File: src/rtl/bcla_pkg.sv
// ----------------------------------------------------------------------------
// bcla_pkg: shared types and constants for the climb ladder allocator
// Field widths, the store size, the cell operation codes and the control
// state encoding used by the cell chain and the top level.
// ----------------------------------------------------------------------------
`default_nettype none

package bcla_pkg;

   // Field widths
   localparam int HEIGHT_W = 24;
   localparam int INDEX_W  = 32;
   localparam int BUDGET_W = 32;
   localparam int LADDER_W = 5;

   // Number of cells in the sorted climb store
   localparam int MAX_LADDERS = 16;
   localparam int CNT_W       = $clog2(MAX_LADDERS + 1);

   // Configuration register map
   localparam int CSR_ADDR_W = 3;
   localparam logic REG_BRICK_BUDGET = 1'b0;
   localparam logic REG_LADDER_COUNT = 1'b1;

   // Operation broadcast to every cell of the chain
   typedef enum logic [1:0] {
      OP_HOLD,
      OP_CLEAR,
      OP_INSERT,
      OP_EVICT
   } cell_op_type;

   // What one cell shows its neighbors
   typedef struct packed {
      logic [HEIGHT_W-1:0] value;
      logic                valid;
      logic                gt;    // holds a climb above the broadcast climb
      logic                le;    // holds a climb at or below the broadcast climb
   } cell_nb_type;

   typedef enum logic {
      ST_IDLE,
      ST_APPLY
   } ctrl_state_type;

endpackage

`default_nettype wire

File: src/rtl/bcla_req_if.sv
// ----------------------------------------------------------------------------
// bcla_req_if: height channel
// Valid/ready channel that carries one building of a row per beat.
// ----------------------------------------------------------------------------
`default_nettype none

interface bcla_req_if import bcla_pkg::*; ();
   logic                valid;
   logic                ready;
   logic [HEIGHT_W-1:0] height;
   logic                first_of_row;
   logic                last_of_row;

   modport source (output valid, output height, output first_of_row,
                   output last_of_row, input ready);
   modport sink (input valid, input height, input first_of_row,
                 input last_of_row, output ready);
endinterface

`default_nettype wire

File: src/rtl/bcla_rsp_if.sv
// ----------------------------------------------------------------------------
// bcla_rsp_if: result channel
// Valid/ready channel that carries the furthest index of a row per beat.
// ----------------------------------------------------------------------------
`default_nettype none

interface bcla_rsp_if import bcla_pkg::*; ();
   logic               valid;
   logic               ready;
   logic [INDEX_W-1:0] furthest_index;
   logic               reached_end;

   modport source (output valid, output furthest_index, output reached_end,
                   input ready);
   modport sink (input valid, input furthest_index, input reached_end,
                 output ready);
endinterface

`default_nettype wire

File: src/rtl/bcla_cell.sv
// ----------------------------------------------------------------------------
// bcla_cell: one slot of the sorted climb store
// Holds one kept climb and its valid bit. Compares against the broadcast
// climb and takes its new value from itself, a neighbor or the climb.
// ----------------------------------------------------------------------------
`default_nettype none

module bcla_cell import bcla_pkg::*; (
   input  wire logic                clock,
   input  wire logic                reset,
   input  wire cell_op_type         op,
   input  wire logic [HEIGHT_W-1:0] climb,
   input  wire cell_nb_type         left_nb,   // smaller neighbor
   input  wire cell_nb_type         right_nb,  // larger neighbor
   output      cell_nb_type         self_nb
);

   logic [HEIGHT_W-1:0] value_ff, value_in;
   logic                valid_ff, valid_in;
   logic                gt, le;

   // Compare own climb against the broadcast one
   assign gt = valid_ff && (value_ff > climb);
   assign le = valid_ff && (value_ff <= climb);

   assign self_nb = '{value: value_ff, valid: valid_ff, gt: gt, le: le};

   // Pick the next content of the slot
   always_comb begin
      value_in = value_ff;
      valid_in = valid_ff;
      case (op)
         OP_CLEAR: begin
            valid_in = 1'b0;
         end
         OP_INSERT: begin
            // shift larger climbs up by one, drop the new climb into the gap
            if (left_nb.gt) begin
               value_in = left_nb.value;
            end else if (gt || (!valid_ff && left_nb.valid)) begin
               value_in = climb;
            end
            valid_in = valid_ff || left_nb.valid;
         end
         OP_EVICT: begin
            // drop the smallest, shift smaller ones down, place the new climb
            if (right_nb.le) begin
               value_in = right_nb.value;
            end else if (le) begin
               value_in = climb;
            end
         end
         default: begin
            value_in = value_ff;
         end
      endcase
   end

   // Valid bit is control state
   always_ff @(posedge clock) begin
      if (reset) begin
         valid_ff <= 1'b0;
      end else begin
         valid_ff <= valid_in;
      end
   end

   // Climb value needs no reset
   always_ff @(posedge clock) begin
      value_ff <= value_in;
   end

endmodule

`default_nettype wire

File: src/rtl/budgeted_climb_ladder_allocator.sv
// ----------------------------------------------------------------------------
// budgeted_climb_ladder_allocator: furthest building reached with bricks
// and ladders
// Usage:
//   req_bus carries one building height per beat, with first_of_row and
//   last_of_row marking the row. rsp_bus carries at most one result per
//   row: the furthest index and whether the whole row was climbed.
//   Rises that get a ladder are kept in a chain of MAX_LADDERS sorted cells;
//   the smallest kept rise (or the new one) is paid from the brick budget
//   once the ladders are used up.
//   An item is handled in order: the accept cycle registers the rise against
//   the previous height, then ST_APPLY runs the cell chain and the brick check
//   once the result register is free and loads any result beat into it. The
//   block takes no new item until ST_APPLY is done.
//   brick_budget and ladder_count are written over the csr_ APB port and
//   take effect at the next row start.
//   Reset empties the store and clears the row state; items before the
//   first row start see no bricks and no ladders.
//   A stalled receiver holds the result register; the next item is still
//   taken, and its chain update waits until the result register frees.
// ----------------------------------------------------------------------------
`default_nettype none

module budgeted_climb_ladder_allocator import bcla_pkg::*; (
   input  wire logic                  clock,
   input  wire logic                  reset,
   bcla_req_if.sink                   req_bus,
   bcla_rsp_if.source                 rsp_bus,
   input  wire logic                  csr_psel,
   input  wire logic                  csr_penable,
   input  wire logic                  csr_pwrite,
   input  wire logic [CSR_ADDR_W-1:0] csr_paddr,
   input  wire logic [31:0]           csr_pwdata,
   output      logic [31:0]           csr_prdata,
   output      logic                  csr_pready
);

   // Configuration registers
   logic [BUDGET_W-1:0] budget_ff;
   logic [LADDER_W-1:0] ladders_ff;
   logic                csr_write;

   // Control and row state
   ctrl_state_type      state_ff, state_in;
   logic [HEIGHT_W-1:0] prev_ff;
   logic [HEIGHT_W-1:0] climb_ff;
   logic                rise_ff;
   logic                first_ff;
   logic                last_ff;
   logic                stopped_ff, stopped_in;
   logic [BUDGET_W-1:0] bricks_ff, bricks_in;
   logic [INDEX_W-1:0]  index_ff, index_in;
   logic [CNT_W-1:0]    limit_ff, limit_in;
   logic [CNT_W-1:0]    count_ff, count_in;
   logic [CNT_W-1:0]    limit_sat;
   logic [BUDGET_W-1:0] pay;
   logic                fail;
   cell_op_type         cell_op;

   // Result register
   logic                rsp_valid_ff, rsp_valid_in;
   logic [INDEX_W-1:0]  rsp_index_ff;
   logic                rsp_end_ff;
   logic                res_valid;
   logic [INDEX_W-1:0]  res_index;
   logic                res_end;
   logic                out_free;
   logic                req_fire;

   // Cell chain wiring
   cell_nb_type         cells    [MAX_LADDERS];
   cell_nb_type         left_nb  [MAX_LADDERS];
   cell_nb_type         right_nb [MAX_LADDERS];

   // APB port
   assign csr_pready = 1'b1;
   assign csr_write  = csr_psel && csr_penable && csr_pwrite;
   assign csr_prdata = (csr_paddr[2] == REG_LADDER_COUNT) ?
                       {{(32-LADDER_W){1'b0}}, ladders_ff} : budget_ff;

   always_ff @(posedge clock) begin
      if (reset) begin
         budget_ff  <= '0;
         ladders_ff <= '0;
      end else if (csr_write) begin
         if (csr_paddr[2] == REG_BRICK_BUDGET) begin
            budget_ff <= csr_pwdata;
         end else begin
            ladders_ff <= csr_pwdata[LADDER_W-1:0];
         end
      end
   end

   // Saturate the ladder count to the store size
   assign limit_sat = (32'(ladders_ff) > 32'(MAX_LADDERS)) ? CNT_W'(MAX_LADDERS)
                                                           : CNT_W'(ladders_ff);

   // Handshakes
   assign req_bus.ready = (state_ff == ST_IDLE);
   assign req_fire      = req_bus.valid && req_bus.ready;
   assign out_free      = !rsp_valid_ff || rsp_bus.ready;

   // Chain of sorted cells, smallest climb in cell 0
   for (genvar k = 0; k < MAX_LADDERS; k++) begin : g_cell
      if (k == 0) begin : g_head
         assign left_nb[k] = '{value: '0, valid: 1'b1, gt: 1'b0, le: 1'b0};
      end else begin : g_mid
         assign left_nb[k] = cells[k-1];
      end
      if (k == MAX_LADDERS - 1) begin : g_tail
         assign right_nb[k] = '{value: '0, valid: 1'b0, gt: 1'b0, le: 1'b0};
      end else begin : g_body
         assign right_nb[k] = cells[k+1];
      end

      bcla_cell u_cell (
         .clock    (clock),
         .reset    (reset),
         .op       (cell_op),
         .climb    (climb_ff),
         .left_nb  (left_nb[k]),
         .right_nb (right_nb[k]),
         .self_nb  (cells[k])
      );
   end

   // Capture the item and form its rise against the previous height
   always_ff @(posedge clock) begin
      if (req_fire) begin
         first_ff <= req_bus.first_of_row;
         last_ff  <= req_bus.last_of_row;
         rise_ff  <= req_bus.height > prev_ff;
         climb_ff <= req_bus.height - prev_ff;
      end
   end

   always_ff @(posedge clock) begin
      if (reset) begin
         prev_ff <= '0;
      end else if (req_fire && (req_bus.first_of_row || !stopped_ff)) begin
         prev_ff <= req_bus.height;
      end
   end

   // Next state, chain operation, budget check and result
   always_comb begin
      state_in   = state_ff;
      cell_op    = OP_HOLD;
      count_in   = count_ff;
      limit_in   = limit_ff;
      bricks_in  = bricks_ff;
      index_in   = index_ff;
      stopped_in = stopped_ff;
      pay        = '0;
      fail       = 1'b0;
      res_valid  = 1'b0;
      res_index  = index_ff;
      res_end    = 1'b0;
      case (state_ff)
         ST_IDLE: begin
            if (req_fire) begin
               state_in = ST_APPLY;
            end
         end
         ST_APPLY: begin
            if (out_free) begin
               state_in = ST_IDLE;
               if (first_ff) begin
                  // start a row: empty the store, load the budgets
                  cell_op    = OP_CLEAR;
                  count_in   = '0;
                  limit_in   = limit_sat;
                  bricks_in  = budget_ff;
                  index_in   = '0;
                  stopped_in = 1'b0;
                  if (last_ff) begin
                     res_valid = 1'b1;
                     res_index = '0;
                     res_end   = 1'b1;
                  end
               end else if (!stopped_ff) begin
                  if (rise_ff) begin
                     if (count_ff < limit_ff) begin
                        // a ladder is free
                        cell_op  = OP_INSERT;
                        count_in = count_ff + 1'b1;
                        pay      = '0;
                     end else if ((count_ff != '0) && (cells[0].value < climb_ff)) begin
                        // move the ladder off the smallest climb
                        cell_op = OP_EVICT;
                        pay     = BUDGET_W'(cells[0].value);
                     end else begin
                        pay = BUDGET_W'(climb_ff);
                     end
                     if (pay > bricks_ff) begin
                        fail = 1'b1;
                     end else begin
                        bricks_in = bricks_ff - pay;
                     end
                  end
                  if (fail) begin
                     stopped_in = 1'b1;
                     res_valid  = 1'b1;
                     res_index  = index_ff;
                     res_end    = 1'b0;
                  end else begin
                     if (index_ff != '1) begin
                        index_in = index_ff + 1'b1;
                     end
                     if (last_ff) begin
                        res_valid = 1'b1;
                        res_index = index_in;
                        res_end   = 1'b1;
                     end
                  end
               end
            end
         end
         default: begin
            state_in = ST_IDLE;
         end
      endcase
   end

   always_ff @(posedge clock) begin
      if (reset) begin
         state_ff   <= ST_IDLE;
         count_ff   <= '0;
         limit_ff   <= '0;
         bricks_ff  <= '0;
         index_ff   <= '0;
         stopped_ff <= 1'b0;
      end else begin
         state_ff   <= state_in;
         count_ff   <= count_in;
         limit_ff   <= limit_in;
         bricks_ff  <= bricks_in;
         index_ff   <= index_in;
         stopped_ff <= stopped_in;
      end
   end

   // Result register: load a new beat, drop it once taken
   assign rsp_valid_in = res_valid || (rsp_valid_ff && !rsp_bus.ready);

   always_ff @(posedge clock) begin
      if (reset) begin
         rsp_valid_ff <= 1'b0;
      end else begin
         rsp_valid_ff <= rsp_valid_in;
      end
   end

   always_ff @(posedge clock) begin
      if (res_valid) begin
         rsp_index_ff <= res_index;
         rsp_end_ff   <= res_end;
      end
   end

   assign rsp_bus.valid          = rsp_valid_ff;
   assign rsp_bus.furthest_index = rsp_index_ff;
   assign rsp_bus.reached_end    = rsp_end_ff;

endmodule

`default_nettype wire

File: src/flat_wrapper.sv
// flat-port wrapper written by rule: the top's interface ports become plain ports
module budgeted_climb_ladder_allocator_flat import bcla_pkg::*;
  (clock, reset, csr_psel, csr_penable, csr_pwrite, csr_paddr, csr_pwdata, csr_prdata, csr_pready, req_bus_valid, req_bus_height, req_bus_first_of_row, req_bus_last_of_row, req_bus_ready, rsp_bus_valid, rsp_bus_furthest_index, rsp_bus_reached_end, rsp_bus_ready);
  bcla_req_if req_bus_i ();
  bcla_rsp_if rsp_bus_i ();
  input  wire logic clock;
  input  wire logic reset;
  input  wire logic csr_psel;
  input  wire logic csr_penable;
  input  wire logic csr_pwrite;
  input  wire logic [CSR_ADDR_W-1:0] csr_paddr;
  input  wire logic [31:0] csr_pwdata;
  output      logic [31:0] csr_prdata;
  output      logic csr_pready;
  input wire logic [$bits(req_bus_i.valid)-1:0] req_bus_valid;
  input wire logic [$bits(req_bus_i.height)-1:0] req_bus_height;
  input wire logic [$bits(req_bus_i.first_of_row)-1:0] req_bus_first_of_row;
  input wire logic [$bits(req_bus_i.last_of_row)-1:0] req_bus_last_of_row;
  output wire logic [$bits(req_bus_i.ready)-1:0] req_bus_ready;
  output wire logic [$bits(rsp_bus_i.valid)-1:0] rsp_bus_valid;
  output wire logic [$bits(rsp_bus_i.furthest_index)-1:0] rsp_bus_furthest_index;
  output wire logic [$bits(rsp_bus_i.reached_end)-1:0] rsp_bus_reached_end;
  input wire logic [$bits(rsp_bus_i.ready)-1:0] rsp_bus_ready;
  assign req_bus_i.valid = req_bus_valid;
  assign req_bus_i.height = req_bus_height;
  assign req_bus_i.first_of_row = req_bus_first_of_row;
  assign req_bus_i.last_of_row = req_bus_last_of_row;
  assign req_bus_ready = req_bus_i.ready;
  assign rsp_bus_valid = rsp_bus_i.valid;
  assign rsp_bus_furthest_index = rsp_bus_i.furthest_index;
  assign rsp_bus_reached_end = rsp_bus_i.reached_end;
  assign rsp_bus_i.ready = rsp_bus_ready;
  budgeted_climb_ladder_allocator u_core (.clock(clock), .reset(reset), .req_bus(req_bus_i), .rsp_bus(rsp_bus_i), .csr_psel(csr_psel), .csr_penable(csr_penable), .csr_pwrite(csr_pwrite), .csr_paddr(csr_paddr), .csr_pwdata(csr_pwdata), .csr_prdata(csr_prdata), .csr_pready(csr_pready));
endmodule
File: config.mk
export PLATFORM = sky130hd
export DESIGN_NAME = budgeted_climb_ladder_allocator_flat
export DESIGN_NICKNAME = d
export VERILOG_FILES = /design/src/rtl/bcla_pkg.sv /design/src/rtl/bcla_req_if.sv /design/src/rtl/bcla_rsp_if.sv /design/src/rtl/bcla_cell.sv /design/src/rtl/budgeted_climb_ladder_allocator.sv /design/src/flat_wrapper.sv
export SDC_FILE = /design/constraint.sdc
export NUM_CORES = 2
export LEC_CHECK = 0
export ABC_CLOCK_PERIOD_IN_PS = 13200
export BUFFER_PORTS_ARGS = -buffer_cell sky130_fd_sc_hd__buf_4
export CAP_MARGIN = 20
export CORE_ASPECT_RATIO = 0.7
export CORE_MARGIN = 1
export CORE_UTILIZATION = 50
export DETAILED_ROUTE_END_ITERATION = 10
export GPL_ROUTABILITY_DRIVEN = 0
export GPL_TIMING_DRIVEN = 1
export PLACE_DENSITY_LB_ADDON = 0.05
export SLEW_MARGIN = 30
export SYNTH_ARGS = -nofsm -noshare
export SYNTH_HDL_FRONTEND = slang
export SYNTH_SLANG_ARGS = --single-unit
export TNS_END_PERCENT = 5
File: constraint.sdc
create_clock -name clock -period 13.2 [get_ports clock]
set_clock_uncertainty 0.15 [all_clocks]
set_input_delay 2.64 -clock clock [delete_from_list [all_inputs] [get_ports clock]]
set_output_delay 2.64 -clock clock [all_outputs]
set_load 0.02 [all_outputs]
==> flow_summary.ini <==
[final_layout]
areaGrowthSynthToFinish_pct = 11.14
drive_gt1_frac = 0.1146
utilization = 0.5647
fillers = 6803
antennaDiodeCount = 0
nets = 4536

[hold_path]
hold_class = reg -> reg

[power_and_ir_drop]
intPower_w = 0.003548
swShare = 0.2951
power_density_mw_per_mm2 = 115.3
vdd.ir_drop.worst_v = 0.0001130
p_leak_nw = 16.59
pwr-share-comb = 0.201
clock_power_share = 0.374
seqPwrFrac = 0.425
p_switching_w = 0.001485

[cts]
post-cts-setup-buffers = 0
clk_latency_ns = 0.62
cts_root_buffer = clkbuf_16
htree_levels = 3
ctsHoldBuffers = 0
cts.path.max_buffers = 3
numClockSinks = 598
clk_pin_slew_ns = 0.06
cts_resized = 0
cts_buffers = 67
cts_tree = done

[timing]
setup_viol = 0
period_share = 0.5986
rsz0062_at_grt = false
finalHoldViolCount = 0
setup_tns_ns = 0
worst_pin_slew_ns = 1.111
relSlewSlack = 0.2550
timing.final.crit_period_ns = 7.902
fmax_ghz = 0.1266
drv_slew = 0

[synthesis]
synthTopCellsByCount = 451 x nand2_1, 444 x edfxtp_1, 441 x ha_1
yosysTopAreaCell = edfxtp_1
synth-async-reset-ratio = 0
syn_nets = 4495
ys_warn_count = 0
syn_area_sq_mm = 0.03928
synth.avg_cell_area_sq_um = 9.860
yosysSeqAreaShare = 0.4179
synth_cell_types = 89
synth_top_area_share = 0.3394
synth_area_leaders = edfxtp_1 34%, ha_1 14%, dfxtp_1 7.8%, a22oi_1 5.1%, nand2_1 4.3%
syn-instance-count = 3984
ys_ff_latch = 598
synth_edf_count = 444
yosysMostFrequentCell = nand2_1
ys.flop_type = edfxtp_1

[global_route]
grt_use_total = 0.2940
use_met3 = 0.07755
antenna_found_initial = 2
busiest_layer = met1
grt_pass1_wl_microns = 182500
grt_util_met1 = 0.4973
grt_pass1_vias = 29500
grt_overflow = 0
grt_max_degree = 87
met2_usage = 0.3574

[routing]
post_drt_wl_per_cell_microns = 23.24
wl_microns = 119000
firstDrtPassIters = 6
vias_per_cell = 6.327
vias = 32400
drt_iter0_markers = 3636
drtAntennaViolNets = 0
drc = 0

[floorplanning]
initial_core_util = 0.5081
dieArea_sq_mm = 0.07971
core_sq_mm = 0.07732
num_io_pins = 136
die_h_microns = 236.5
die_w_microns = 337.0
rows = 85

[critical_path]
crit_type = reg -> reg
crit_fanout = 27
critPathSlowestCell = a211oi_1
worstSetupEndpointType = flip-flop
path_delay_family = compound AO/OA/AOI/OAI gates
slowest_delay_ns = 0.91
start_kind = flip-flop
crit_buf_inv = 2
crit_path_cell_trace = inv_1 > buf_4 > ha_1 > a21o_1 > nand3_1 > a21oi_1 > a211oi_1 > o21ai_0 > or2_2 > mux2_2 > nand2_1 > ha_1 > o21ai_0 > a22oi_1 > nand4_1 > o21ai_4 > o41a_1 > nand3_1 > and2_1 > o21ai_0 > o21ai_0
critPathArrivalTime_ns = 8.09
worstPathRequired_ns = 13.39
path_common_cell = o21ai_0

[job]
maxCapViolations = 0

[placed_design]
io_buffer_count = 132
dp_hpwl_microns = 88510

[status]
status = finished clean
[metrics by stage]
stage / cells / total power (W) / hold WS, ns / setup WS, ns / area [sq um]
2_1_floorplan: 3984 / 0.002847 / 0.2819 / 5.615 / 39280
3_3_place_gp: 4996 / 0.003140 / 0.2928 / 5.686 / 41380
3_5_place_dp: 5000 / 0.003159 / 0.2966 / 5.673 / 41510
4_1_cts: 5120 / 0.005041 / 0.3050 / 5.634 / 43630
5_1_grt: 5120 / 0.005244 / 0.3183 / 5.119 / 43660
6_report: 5120 / 0.005033 / 0.3025 / 5.298 / 43660
[tightest hold or removal path, delay by kind of cell, from the launching register on]
| kind | cells | cell delay [ns] |
|---|---|---|
| flip-flops | 1 | 0.31 |
| AND/OR/NAND/NOR | 1 | 0.05 |
| AO/OA/AOI/OAI | 1 | 0.05 |
[metal layers]
layer  wire [microns]  vias to the layer above  part of all wire
met5                0                        -                 0
met4             1735                        0             0.015
met3            12030                      117              0.10
met2            43320                     1282              0.36
met1            61890                    15500              0.52
li1                 -                    15500                 -
[cells in the final DEF, fill, tap and decap left out, types with 7 or more instances in the layout]
cell / synthesis / layout
o31ai_1: 210 / 208
dfxtp_1: 154 / 154
and2_1: 10 / 9
o21ai_1: 26 / 28
or2_2: 11 / 11
nand4_1: 65 / 65
ha_1: 441 / 440
o21bai_1: 14 / 13
or3_1: 16 / 16
clkbuf_16: 0 / 71
nor3_1: 101 / 98
buf_4: 3 / 209
a211oi_1: 46 / 42
a21oi_1: 255 / 251
clkbuf_1: 179 / 14
mux2_2: 73 / 73
o211ai_1: 25 / 25
clkinv_2: 0 / 10
a22oi_1: 266 / 266
o21a_1: 26 / 26
o21ai_0: 150 / 146
edfxtp_1: 444 / 444
nand2_1: 451 / 451
nor2_1: 210 / 201
and4_1: 10 / 10
clkinv_1: 1 / 12
nor2b_1: 55 / 54
nand3_1: 83 / 83
mux2i_1: 17 / 17
nand2b_1: 18 / 18
nand3b_1: 7 / 7
inv_1: 125 / 125
a21o_1: 87 / 87
and3_1: 54 / 54
nor4_1: 13 / 11
xnor2_1: 27 / 27
xor2_1: 19 / 19
a31oi_1: 30 / 29
a221o_1: 79 / 79
[power groups by stage]
stage	Combinational [W]	Sequential, W	Clock, W
global placement	0.000961	0.00218	0
floorplan	0.000689	0.00216	0
global route	0.00112	0.00214	0.00199
detailed placement	0.000980	0.00218	0
finish	0.00101	0.00214	0.00188
CTS	0.000987	0.00214	0.00191
[cell families (layout without fill, tap and decap cells)]
group           Yosys count  count (layout)  share of synthesized area
mux                      90              90                    0.02526
buf+inv                 367             459                    0.03755
compound gates         1300            1300                     0.2304
flops                   598             598                     0.4179
xor+xnor                 46              46                    0.01026
simple gates           1139            1139                     0.1371
fa+ha+maj               443             443                     0.1415
other cells               1               1                 0.00009546
[worst paths after layout]
| path | startpoint | end | slack [ns] | depth (start not counted) |
|---|---|---|---|---|
| worst max-delay path | u_core.climb_ff[16]$_DFFE_PP_ | u_core.rsp_bus.furthest_index[29]$_DFFE_PP_ | 5.30 | 21 |
| worst min-delay path | u_core.prev_ff[14]$_SDFFE_PP0P_ | u_core.prev_ff[14]$_SDFFE_PP0P_ | 0.30 | 2 |
| worst max register to register | u_core.climb_ff[16]$_DFFE_PP_ | u_core.rsp_bus.furthest_index[29]$_DFFE_PP_ | 5.30 | 21 |
| worst min register to register | u_core.prev_ff[14]$_SDFFE_PP0P_ | u_core.prev_ff[14]$_SDFFE_PP0P_ | 0.30 | 2 |
[area by class of cell]
cell class	count	area [sq um]	share of cell area
multi-input combinational	3019	21660	0.4962
clock inverter	35	291.5	0.006678
sequential	598	16420	0.3760
inverter	126	473.0	0.01083
clock buffer	85	1829	0.04190
tap	1044	1306	0.02992
timing repair buffer	213	1679	0.03846
[state kept, by name, indices dropped and copies added (netlist names)]
register                       count
u_core.last_ff                     1
u_core.ladders_ff                  5
u_core.rsp_bus.furthest_index     32
u_core.rsp_bus.reached_end         1
u_core.rise_ff                     1
u_core.index_ff                   32
u_core.rsp_bus.valid               1
u_core.g_cell.u_cell.value_ff    384
u_core.budget_ff                  32
u_core.count_ff                    5
u_core.climb_ff                   24
u_core.bricks_ff                  32
u_core.first_ff                    1
u_core.limit_ff                    5
u_core.state_ff                    1
u_core.g_cell.u_cell.valid_ff     16
u_core.stopped_ff                  1
u_core.prev_ff                    24
(Power assumes the default switching activity.)
